### src/rtl/pced_pkg.sv
package pced_pkg;

  localparam int MAX_BODIES = 32;
  localparam int AW         = $clog2(MAX_BODIES);
  localparam int CW         = $clog2(MAX_BODIES + 1);
  localparam int MASK_W     = 32;
  localparam int IDX_W      = 5;

  // partner test: 10000 * d2 < 14641 * big^2  (1.4641 = 1.21^2)
  localparam int K_W        = 14;
  localparam logic [K_W-1:0] K_DIST = K_W'(10000);
  localparam logic [K_W-1:0] K_RAD  = K_W'(14641);

  localparam int DIFF_W     = 33;
  localparam int SQ_W       = 2 * DIFF_W;
  localparam int D2_W       = SQ_W + 2;
  localparam int CMP_W      = D2_W + K_W;

  typedef struct packed {
    logic               start_of_set;
    logic signed [31:0] pos_x;
    logic signed [31:0] pos_y;
    logic signed [31:0] pos_z;
    logic        [31:0] crit_radius;
  } in_item_t;

  typedef struct packed {
    logic [IDX_W-1:0]  body_index;
    logic              central_flag;
    logic [MASK_W-1:0] partner_mask;
    logic              any_encounter;
    logic              overflow;
  } out_item_t;

  typedef enum logic [2:0] {
    ST_IDLE,
    ST_DECIDE,
    ST_ISSUE,
    ST_DRAIN,
    ST_FINISH
  } state_t;

  typedef struct packed {
    logic load;     // latch the accepted item
    logic store;    // write item into body memory
    logic issue;    // read one stored body into the pipe
    logic finish;   // publish result, update set state
  } cmd_t;

  typedef struct packed {
    logic full;       // set already holds MAX_BODIES
    logic first;      // item is the central body
    logic last_issue; // read address is the last stored body
    logic pipe_busy;
    logic out_free;
  } status_t;

endpackage

### src/rtl/pced_ctrl.sv
module pced_ctrl import pced_pkg::*; (
  input  logic    clk,
  input  logic    rst,
  input  logic    in_valid,
  output logic    in_ready,
  input  status_t status,
  output cmd_t    cmd
);

  state_t state, state_next;

  always_ff @(posedge clk) begin
    if (rst) begin
      state <= ST_IDLE;
    end else begin
      state <= state_next;
    end
  end

  always_comb begin
    state_next = state;
    unique case (state)
      ST_IDLE: begin
        if (in_valid) state_next = ST_DECIDE;
      end
      ST_DECIDE: begin
        if (status.full || status.first) state_next = ST_FINISH;
        else                             state_next = ST_ISSUE;
      end
      ST_ISSUE: begin
        if (status.last_issue) state_next = ST_DRAIN;
      end
      ST_DRAIN: begin
        if (!status.pipe_busy) state_next = ST_FINISH;
      end
      ST_FINISH: begin
        if (status.out_free) state_next = ST_IDLE;
      end
      default: state_next = ST_IDLE;
    endcase
  end

  always_comb begin
    in_ready   = 1'b0;
    cmd        = '0;
    unique case (state)
      ST_IDLE: begin
        in_ready = 1'b1;
        cmd.load = in_valid;
      end
      ST_DECIDE: cmd.store  = !status.full;
      ST_ISSUE:  cmd.issue  = 1'b1;
      ST_DRAIN:  cmd        = '0;
      ST_FINISH: cmd.finish = status.out_free;
      default:   cmd        = '0;
    endcase
  end

endmodule

### config.mk
export PLATFORM = sky130hd
export DESIGN_NAME = pced_ctrl
export DESIGN_NICKNAME = d
export VERILOG_FILES = /design/src/rtl/pced_pkg.sv /design/src/rtl/pced_ctrl.sv
export SDC_FILE = /design/constraint.sdc
export NUM_CORES = 1
export LEC_CHECK = 0
export BUFFER_PORTS_ARGS = -buffer_cell sky130_fd_sc_hd__buf_4
export CORE_AREA = 3 3 40 42
export CTS_BUF_LIST = sky130_fd_sc_hd__clkbuf_2 sky130_fd_sc_hd__clkbuf_4 sky130_fd_sc_hd__clkbuf_8
export DETAILED_ROUTE_END_ITERATION = 12
export DIE_AREA = 0 0 43 45
export GPL_TIMING_DRIVEN = 0
export REMOVE_ABC_BUFFERS = 1
export SLEW_MARGIN = 0
export SYNTH_ARGS = -nofsm -noshare
export SYNTH_HDL_FRONTEND = slang
export SYNTH_SLANG_ARGS = --single-unit
### constraint.sdc
create_clock -name clk -period 3.3 [get_ports clk]
set_input_delay 0.165 -clock clk [delete_from_list [all_inputs] [get_ports clk]]
set_output_delay 0.165 -clock clk [all_outputs]
set_load 0.05 [all_outputs]
==> results of run 1 <==
-- metrics by stage --
stage | instances | setup WS (ps)
CTS | 56 | 1820
finish | 56 | 1830
global route | 56 | 1750
detailed placement | 52 | 2070
floorplan | 25 | 1090
global placement | 52 | 2070
-- placed cells by master, fill, tap and decap left out --
| master | count |
|---|---|
| buf_4 | 12 |
| clkbuf_4 | 4 |
| nor2_1 | 3 |
| dfxtp_1 | 3 |
| inv_1 | 2 |
| nor3_2 | 2 |
| inv_2 | 1 |
| and3_2 | 1 |
| or2_4 | 1 |
| and2_1 | 1 |
| nor4_1 | 1 |
| nand2_1 | 1 |
| or3_4 | 1 |
| nand2b_1 | 1 |
| a2bb2oi_1 | 1 |
| o2111ai_1 | 1 |
| mux2_4 | 1 |
| a41oi_2 | 1 |
| nor3_1 | 1 |
| o211ai_1 | 1 |
| o31ai_1 | 1 |
-- kinds of logic (layout without fill, tap and decap cells) --
group,count (synthesis),in the layout,synth area share (%)
and+or+nand+nor,13,13,39.0
buffers and inverters,3,19,5.08
muxes,1,1,6.78
DFF,3,3,27.1
AOI/OAI and AO/OA,5,5,22.0
-- cell type report --
cell class	count	area (um2)	share of cell area [%]
flip-flops and latches	3	60.1	16.7
repair buffers	12	90.1	25.0
inverters	3	11.3	3.12
well taps	15	18.8	5.21
multi-input cells	19	150	41.7
clock buffers	4	30.0	8.33
-- worst min path at each step --
stage                to  slack (ps)  cells after the start
5_1_grt        state[1]         110                      2
4_1_cts        state[1]         110                      2
6_report       state[1]         120                      2
2_1_floorplan  state[1]         240                      1
3_3_place_gp   state[1]         370                      2
3_5_place_dp   state[1]         360                      2
-- power by group through the flow --
stage               sequential, mW  clock (mW)  combinational [mW]
global route                0.0489      0.0818              0.0821
detailed placement          0.0482           0              0.0773
floorplan                   0.0468           0              0.0552
CTS                         0.0476      0.0758              0.0775
finish                      0.0477      0.0729              0.0768
global placement            0.0483           0              0.0774
-- synthesized netlist by cell type --
| cell type | n |
|---|---|
| nor3_2 | 2 |
| nand2b_1 | 1 |
| or3_4 | 1 |
| o31ai_1 | 1 |
| mux2_4 | 1 |
| a41oi_2 | 1 |
| or2_4 | 1 |
| and2_1 | 1 |
| o211ai_1 | 1 |
| nand2_1 | 1 |
| nor4_1 | 1 |
| nor2_1 | 3 |
| inv_2 | 1 |
| and3_2 | 1 |
| nor3_1 | 1 |
| dfxtp_1 | 3 |
| o2111ai_1 | 1 |
| a2bb2oi_1 | 1 |
| inv_1 | 2 |
-- metal layers --
layer	track usage [%]	wire length [um]	vias up
met4	1.81	0	0
met1	6.97	199	104
met2	8.08	237	9
met3	5.98	52	0
li1	-	-	125
met5	0	0	-
==> impl_metrics.env, run 1 <==
export IMPL_maxSlewViolCount=0
export IMPL_reg2reg_to="state[0]"
export IMPL_start_util_pct=17.2
export IMPL_synth_cells=25
export IMPL_yosysWarningCount=0
export IMPL_io_pin_count=13
export IMPL_fin_crit_sh_pct=44.4
export IMPL_dpl_cell_area_um2=330
export IMPL_port_buffers=12
export IMPL_fp_dieArea_um2=1940
export IMPL_diodes=0
export IMPL_power_switching_mw=0.0724
export IMPL_swShare_pct=36.7
export IMPL_worst_path_buf_inv=1
export IMPL_setup_viol=0
export IMPL_layout_drive_gt1_share_pct=58.5
export IMPL_num_nets_final=50
export IMPL_critPathRequiredTime_ps=3130
export IMPL_tns_ps=0
export IMPL_crit_fanout=6
export IMPL_antenna_found_initial=0
export IMPL_post_synth_main_area_contributors="dfxtp_1 (27%), nor3_2 (9.0%), a41oi_2 (7.3%)"
export IMPL_drtAntennaViolNets=0
export IMPL_synth_top_area_share_pct=27.1
export IMPL_chipWidth_um=43
export IMPL_largest_register="state"
export IMPL_r2r_setup_slack_ps=2100
export IMPL_cts_sinks=3
export IMPL_power_frac_comb_pct=38.9
export IMPL_postCtsHoldBufs=0
export IMPL_max_freq_mhz=682
export IMPL_clkTransAtPathRegs_ps=40
export IMPL_dr_total_vias=238
export IMPL_r2r_worst_path_cells=3
export IMPL_grt_max_degree=8
export IMPL_hold_viol=0
export IMPL_worst_pin_slew_ps=337
export IMPL_num_rows=13
export IMPL_reg2reg_from="state[2]"
export IMPL_crit_chain="or2_4 -> nor2_1 -> and2_1 -> buf_4"
export IMPL_gp_congestion=0.639
export IMPL_drtIter0Drc=5
export IMPL_hp_start="rst"
export IMPL_grt_pass1_vias=204
export IMPL_slowest_delay_ps=350
export IMPL_p_leak_nw=0.157
export IMPL_synth_largest_area_cell="dfxtp_1"
export IMPL_firstDrtPassIters=2
export IMPL_area_growth_pct=62.7
export IMPL_grt_pass1_wl_um=821
export IMPL_drc=0
export IMPL_p_int_mw=0.125
export IMPL_startpoint="state[0]"
export IMPL_worst_path_max_delay_cell="dfxtp_1"
export IMPL_whs_ps=122
export IMPL_synth_area_um2=221
export IMPL_cts_htree_levels=1
export IMPL_largest_register_ffs=3
export IMPL_crit_type="reg2out"
export IMPL_globalRoute_totalOverflow=0
export IMPL_cts_tree="yes"
export IMPL_fillers=139
export IMPL_max_slew_margin_pct=77.5
export IMPL_post_cts_setup_buffers=0
export IMPL_post_drt_via_cell_ratio=4.25
export IMPL_fin_area_um2=360
export IMPL_power_frac_seq_pct=24.2
export IMPL_cts_inserted_buffers=3
export IMPL_wl_um=489
export IMPL_die_h_um=45
export IMPL_power_mw=0.197
export IMPL_p_clk_share_pct=36.9
export IMPL_yosysUniqueCellTypes=19
export IMPL_cap_violations=0
export IMPL_cp_data_arrival_time_ps=1300
export IMPL_core_region_area_um2=1280
export IMPL_cpLargestDelayFamily="simple AND/OR/NAND/NOR gates"
export IMPL_clockBufferDepth=2
export IMPL_finalCriticalPeriod_ps=1470
export IMPL_top_regs="state (3)"
export IMPL_avgRoutedWirePerCell_um=8.73
export IMPL_endpoint_kind="primary output"
export IMPL_ys_seq_elements=3
export IMPL_crit_end="cmd[3]"
export IMPL_start_kind="flip-flop"
export IMPL_yosysSeqAreaShare_pct=27.1
export IMPL_run_status="finished, final reports clean"
export IMPL_fin_util_pct=28.0
export IMPL_rsz0062_at_grt="no"
export IMPL_gr_usage_all_layers_pct=6.16
export IMPL_skew_ps=5.67
export IMPL_power_density_nw_per_um2=548
export IMPL_cts_resized=0
export IMPL_cts_root_buf="clkbuf_4"
export IMPL_worstHoldPathType="in2reg"
export IMPL_ir_drop_v=0.000252
export IMPL_avgSynthCellArea_um2=8.86
export IMPL_insertion_delay_ps=230
export IMPL_cp_depth=4
Note: power is estimated with default switching activity, not from simulation.
==> run 2: changes to the inputs <==
--- a/config.mk
+++ b/config.mk
@@ -5,6 +5,7 @@
 export SDC_FILE = /design/constraint.sdc
 export NUM_CORES = 1
 export LEC_CHECK = 0
+export ABC_AREA = 1
 export BUFFER_PORTS_ARGS = -buffer_cell sky130_fd_sc_hd__buf_4
 export CORE_AREA = 3 3 40 42
 export CTS_BUF_LIST = sky130_fd_sc_hd__clkbuf_2 sky130_fd_sc_hd__clkbuf_4 sky130_fd_sc_hd__clkbuf_8
==> constraint.sdc (replaced) <==
create_clock -name clk -period 1.2 [get_ports clk]
set_input_delay 0.06 -clock clk [delete_from_list [all_inputs] [get_ports clk]]
set_output_delay 0.06 -clock clk [all_outputs]
set_load 0.05 [all_outputs]
==> impl_metrics.env, run 2 <==
export IMPL_post_drt_via_cell_ratio=3.84
export IMPL_r2r_setup_slack_ps=150
export IMPL_dp_hpwl_um=458
export IMPL_async_flop_share_pct=0
export IMPL_firstDrtPassIters=2
export IMPL_gp_congestion=0.664
export IMPL_setup_viol=0
export IMPL_grt_pass1_wl_um=917
export IMPL_dp_cells=69
export IMPL_num_rows=13
export IMPL_worst_pin_slew_ps=218
export IMPL_wl_um=574
export IMPL_insertion_delay_ps=230
export IMPL_fin_crit_sh_pct=97.7
export IMPL_crit_fanout=5
export IMPL_gr_usage_all_layers_pct=6.57
export IMPL_dpl_cell_area_um2=338
export IMPL_core_region_area_um2=1280
export IMPL_run_status="finished, final reports clean"
export IMPL_cts_htree_levels=1
export IMPL_chipWidth_um=43
export IMPL_area_growth_pct=75.4
export IMPL_max_freq_mhz=853
export IMPL_cts_root_buf="clkbuf_4"
export IMPL_post_synth_main_area_contributors="dfxtp_1 (26%), inv_1 (16%), nand2_1 (13%)"
export IMPL_fin_area_um2=402
export IMPL_stdcell_count=74
export IMPL_worstHoldPathType="in2reg"
export IMPL_num_nets_final=68
export IMPL_drc=0
export IMPL_synth_ff_type="dfxtp_1"
export IMPL_avgSynthCellArea_um2=5.45
export IMPL_power_density_nw_per_um2=2090
export IMPL_die_h_um=45
export IMPL_ir_drop_v=0.000509
export IMPL_grt_busiest_layer="met2"
export IMPL_clockBufferDepth=2
export IMPL_cap_violations=0
export IMPL_diodes=0
export IMPL_cts_tree="yes"
export IMPL_whs_ps=205
export IMPL_power_mw=0.838
export IMPL_top_regs="state (3)"
export IMPL_critPathRequiredTime_ps=1140
export IMPL_clkTransAtPathRegs_ps=40
export IMPL_synth_cells=42
export IMPL_avgRoutedWirePerCell_um=7.76
export IMPL_largest_register="state"
export IMPL_grtUsageMet3_pct=2.39
export IMPL_cts_sinks=3
export IMPL_skew_ps=0.943
export IMPL_cts_inserted_buffers=3
export IMPL_final_cell_mix="inv_1 (10), buf_4 (10), nand2_1 (7)"
export IMPL_largest_register_ffs=3
export IMPL_dr_total_vias=284
export IMPL_synth_edf_count=0
export IMPL_antenna_found_initial=0
export IMPL_use_met1_pct=8.41
export IMPL_grt_pass1_vias=241
export IMPL_drtIter0Drc=1
export IMPL_pre_cts_ws_ps=83.3
export IMPL_drtAntennaViolNets=0
export IMPL_hold_viol=0
export IMPL_setup_ws_ps=27.6
export IMPL_cp_data_arrival_time_ps=1110
export IMPL_synth_top_area_share_pct=26.2
export IMPL_rsz0062_at_grt="yes"
export IMPL_start_util_pct=17.8
export IMPL_synth_most_common_cell="inv_1"
export IMPL_synth_common_cells="inv_1 (10), nand2_1 (8), nor2_1 (7), nand3_1 (4), dfxtp_1 (3)"
export IMPL_maxSlewViolCount=0
export IMPL_ys_seq_elements=3
export IMPL_max_slew_margin_pct=85.3
export IMPL_grt_max_degree=8
export IMPL_yosysUniqueCellTypes=12
export IMPL_port_buffers=12
export IMPL_fp_dieArea_um2=1940
export IMPL_endpoint_kind="primary output"
export IMPL_globalRoute_totalOverflow=0
export IMPL_yosysWarningCount=0
export IMPL_synth_largest_area_cell="dfxtp_1"
export IMPL_p_leak_nw=0.226
export IMPL_fin_util_pct=31.3
export IMPL_start_kind="flip-flop"
export IMPL_yosysSeqAreaShare_pct=26.2
export IMPL_finalCriticalPeriod_ps=1170
export IMPL_tns_ps=0
export IMPL_use_met2_pct=8.68
export IMPL_synth_area_um2=229
export IMPL_crit_type="reg2out"
export IMPL_io_pin_count=13
export IMPL_layout_drive_gt1_share_pct=42.4
==> run 2: path summary, 6_finish.rpt <==
check                               start       end  depth (start not counted)
worst max register to register   state[0]  state[1]                          6
worst min register to register   state[2]  state[2]                          2
worst max-delay path             state[2]    cmd[0]                          3
worst min-delay path            status[1]  state[0]                          5
==> run 2: per-layer routing <==
metal / part of all wire [%] / vias to the layer above
met3: 8.9 / 0
met1: 49 / 113
met4: 0 / 0
met5: 0 / -
met2: 42 / 9
li1: - / 162
==> run 2: cells by family (layout without fill, tap and decap cells) <==
| logic type | Yosys count | in the layout | synth area share, % |
|---|---|---|---|
| and+or+nand+nor | 24 | 24 | 47.0 |
| AOI/OAI and AO/OA | 4 | 4 | 8.74 |
| DFF | 3 | 3 | 26.2 |
| buffers and inverters | 11 | 28 | 18.0 |
==> run 2: what timing repair did <==
item	CTS	global route
setup endpoints to repair	2	4
setup buffers	0	0
resized for setup	4	5
pin swaps	1	2
endpoints found under the hold margin	2	0
hold buffers	1	0
==> run 2: worst max-delay path, cell delays in order (launching register included) <==
cell and delay [ps]:
dfxtp_4 370, inv_1 50, nor4_1 220, buf_4 240
==> run 2: power breakdown <==
part           switching [mW]  total [mW]  internal [mW]
Combinational           0.301       0.461          0.160
Sequential             0.0447       0.179          0.135
Clock                  0.0504       0.197          0.147
Total                   0.396       0.838          0.442
==> run 2: final cells by class <==
class	count	area (um2)
inverter	11	41.3
clock buffer	4	30.0
multi-input combinational	28	138
sequential	3	66.3
tap	15	18.8
fill	155	883
timing repair buffer	13	108
==> run 3: changes to the inputs <==
--- a/config.mk
+++ b/config.mk
@@ -8,10 +8,12 @@
 export ABC_AREA = 1
 export BUFFER_PORTS_ARGS = -buffer_cell sky130_fd_sc_hd__buf_4
 export CORE_AREA = 3 3 40 42
-export CTS_BUF_LIST = sky130_fd_sc_hd__clkbuf_2 sky130_fd_sc_hd__clkbuf_4 sky130_fd_sc_hd__clkbuf_8
+export CTS_BUF_LIST = sky130_fd_sc_hd__clkbuf_16
 export DETAILED_ROUTE_END_ITERATION = 12
 export DIE_AREA = 0 0 43 45
 export GPL_TIMING_DRIVEN = 0
+export PLACE_DENSITY = 0.35
+export RECOVER_POWER = 50
 export REMOVE_ABC_BUFFERS = 1
 export SLEW_MARGIN = 0
 export SYNTH_ARGS = -nofsm -noshare
==> impl_metrics.env, run 3 (same netlist as run 2, synthesis figures left out) <==
export IMPL_final_cell_mix="inv_1 (11), buf_4 (11), nand2_1 (8)"
export IMPL_num_nets_final=68
export IMPL_drtAntennaViolNets=0
export IMPL_endpoint_kind="primary output"
export IMPL_antenna_found_initial=0
export IMPL_cts_sinks=3
export IMPL_dp_cells=69
export IMPL_ir_drop_v=0.000818
export IMPL_cap_violations=0
export IMPL_cts_inserted_buffers=3
export IMPL_dr_total_vias=295
export IMPL_p_leak_nw=0.251
export IMPL_diodes=0
export IMPL_cts_tree="yes"
export IMPL_start_util_pct=17.8
export IMPL_setup_ws_ps=75.8
export IMPL_core_region_area_um2=1280
export IMPL_globalRoute_totalOverflow=0
export IMPL_power_density_nw_per_um2=2640
export IMPL_die_h_um=45
export IMPL_finalCriticalPeriod_ps=1120
export IMPL_drc=0
export IMPL_firstDrtPassIters=1
export IMPL_run_status="finished, final reports clean"
export IMPL_cts_htree_levels=1
export IMPL_crit_type="reg2out"
export IMPL_top_regs="state (3)"
export IMPL_grt_pass1_wl_mm=1.01
export IMPL_pre_cts_ws_ps=82.1
export IMPL_largest_register_ffs=3
export IMPL_chipWidth_um=43
export IMPL_gr_usage_all_layers_pct=7.23
export IMPL_crit_fanout=5
export IMPL_dp_hpwl_um=482
export IMPL_insertion_delay_ps=220
export IMPL_clockBufferDepth=2
export IMPL_grt_max_degree=8
export IMPL_worst_pin_slew_ps=186
export IMPL_num_rows=13
export IMPL_area_growth_pct=94.5
export IMPL_max_freq_mhz=890
export IMPL_post_drt_via_cell_ratio=3.99
export IMPL_hold_viol=0
export IMPL_avgRoutedWirePerCell_um=8.38
export IMPL_wl_um=620
export IMPL_gp_congestion=0.685
export IMPL_start_kind="flip-flop"
export IMPL_worstHoldPathType="in2reg"
export IMPL_maxSlewViolCount=0
export IMPL_drtIter0Drc=0
export IMPL_io_pin_count=13
export IMPL_cts_root_buf="clkbuf_16"
export IMPL_layout_drive_gt1_share_pct=42.4
export IMPL_largest_register="state"
export IMPL_max_slew_margin_pct=87.5
export IMPL_clkTransAtPathRegs_ps=30
export IMPL_setup_viol=0
export IMPL_fin_crit_sh_pct=93.7
export IMPL_skew_ps=0.289
export IMPL_whs_ps=0.563
export IMPL_fp_dieArea_um2=1940
export IMPL_critPathRequiredTime_ps=1140
export IMPL_stdcell_count=74
export IMPL_cp_data_arrival_time_ps=1060
export IMPL_port_buffers=12
export IMPL_grt_pass1_vias=271
export IMPL_rsz0062_at_grt="no"
==> run 3: cell count changes in the layout (fill, tap and decap cells not counted), sizes merged <==
cell | before | now
dlygate4sd3 | 1 | 0
inv | 11 | 12
==> run 3: worst paths after layout <==
kind	startpoint	to	slack, ps	cells past startpoint
setup reg to reg	state[0]	state[2]	160	8
setup / recovery	state[2]	in_ready	80	4
hold / removal	rst	state[0]	0.6	2
hold reg to reg	state[2]	state[2]	530	2
==> run 3: what timing repair did <==
| item | CTS | global route |
|---|---|---|
| endpoints found under the setup margin | 2 | 6 |
| hold buffers | 0 | 0 |
| gates resized for setup | 2 | 7 |
| setup buffers | 0 | 1 |
| pin swaps | 0 | 2 |
==> run 3: layer usage <==
metal,vias to the layer above,wire length (um),global-route usage [%]
met4,0,19,5.42
li1,158,-,-
met1,127,263,7.43
met2,8,304,11.4
met3,2,32,3.59
met5,-,0,0
==> run 3: critical path, cell delays in order, from the launching register on <==
cell and delay [ps]:
dfxtp_2 340, nor2_4 160, nand2_2 70, inv_1 50, clkbuf_4 210
==> run 3: stage by stage <==
| step | total power, mW | instance area [um2] | utilization (%) | TNS [ps] |
|---|---|---|---|---|
| floorplan | 0.474 | 229 | - | -889 |
| detailed placement | 0.597 | 338 | 26.3 | 0 |
| finish | 1.17 | 445 | 34.7 | 0 |
| CTS | 1.14 | 423 | 32.9 | 0 |
| global route | 1.25 | 445 | 34.7 | 0 |
| global placement | 0.602 | 338 | 26.3 | 0 |
==> run 3: final cells by class <==
class | instances | area (um2)
inverters | 11 | 41.3
repair buffers | 13 | 101
flip-flops and latches | 3 | 63.8
multi-input cells | 28 | 141
fillers | 159 | 840
clock buffers | 3 | 75.1
clock inverters | 1 | 3.75
well taps | 15 | 18.8
==> run 3: power breakdown <==
| part | switching (mW) | internal [mW] | total (mW) | leakage (nW) |
|---|---|---|---|---|
| Sequential | 0.0455 | 0.132 | 0.177 | 0.0258 |
| Clock | 0.0863 | 0.429 | 0.515 | 0.0423 |
| Combinational | 0.310 | 0.172 | 0.481 | 0.183 |
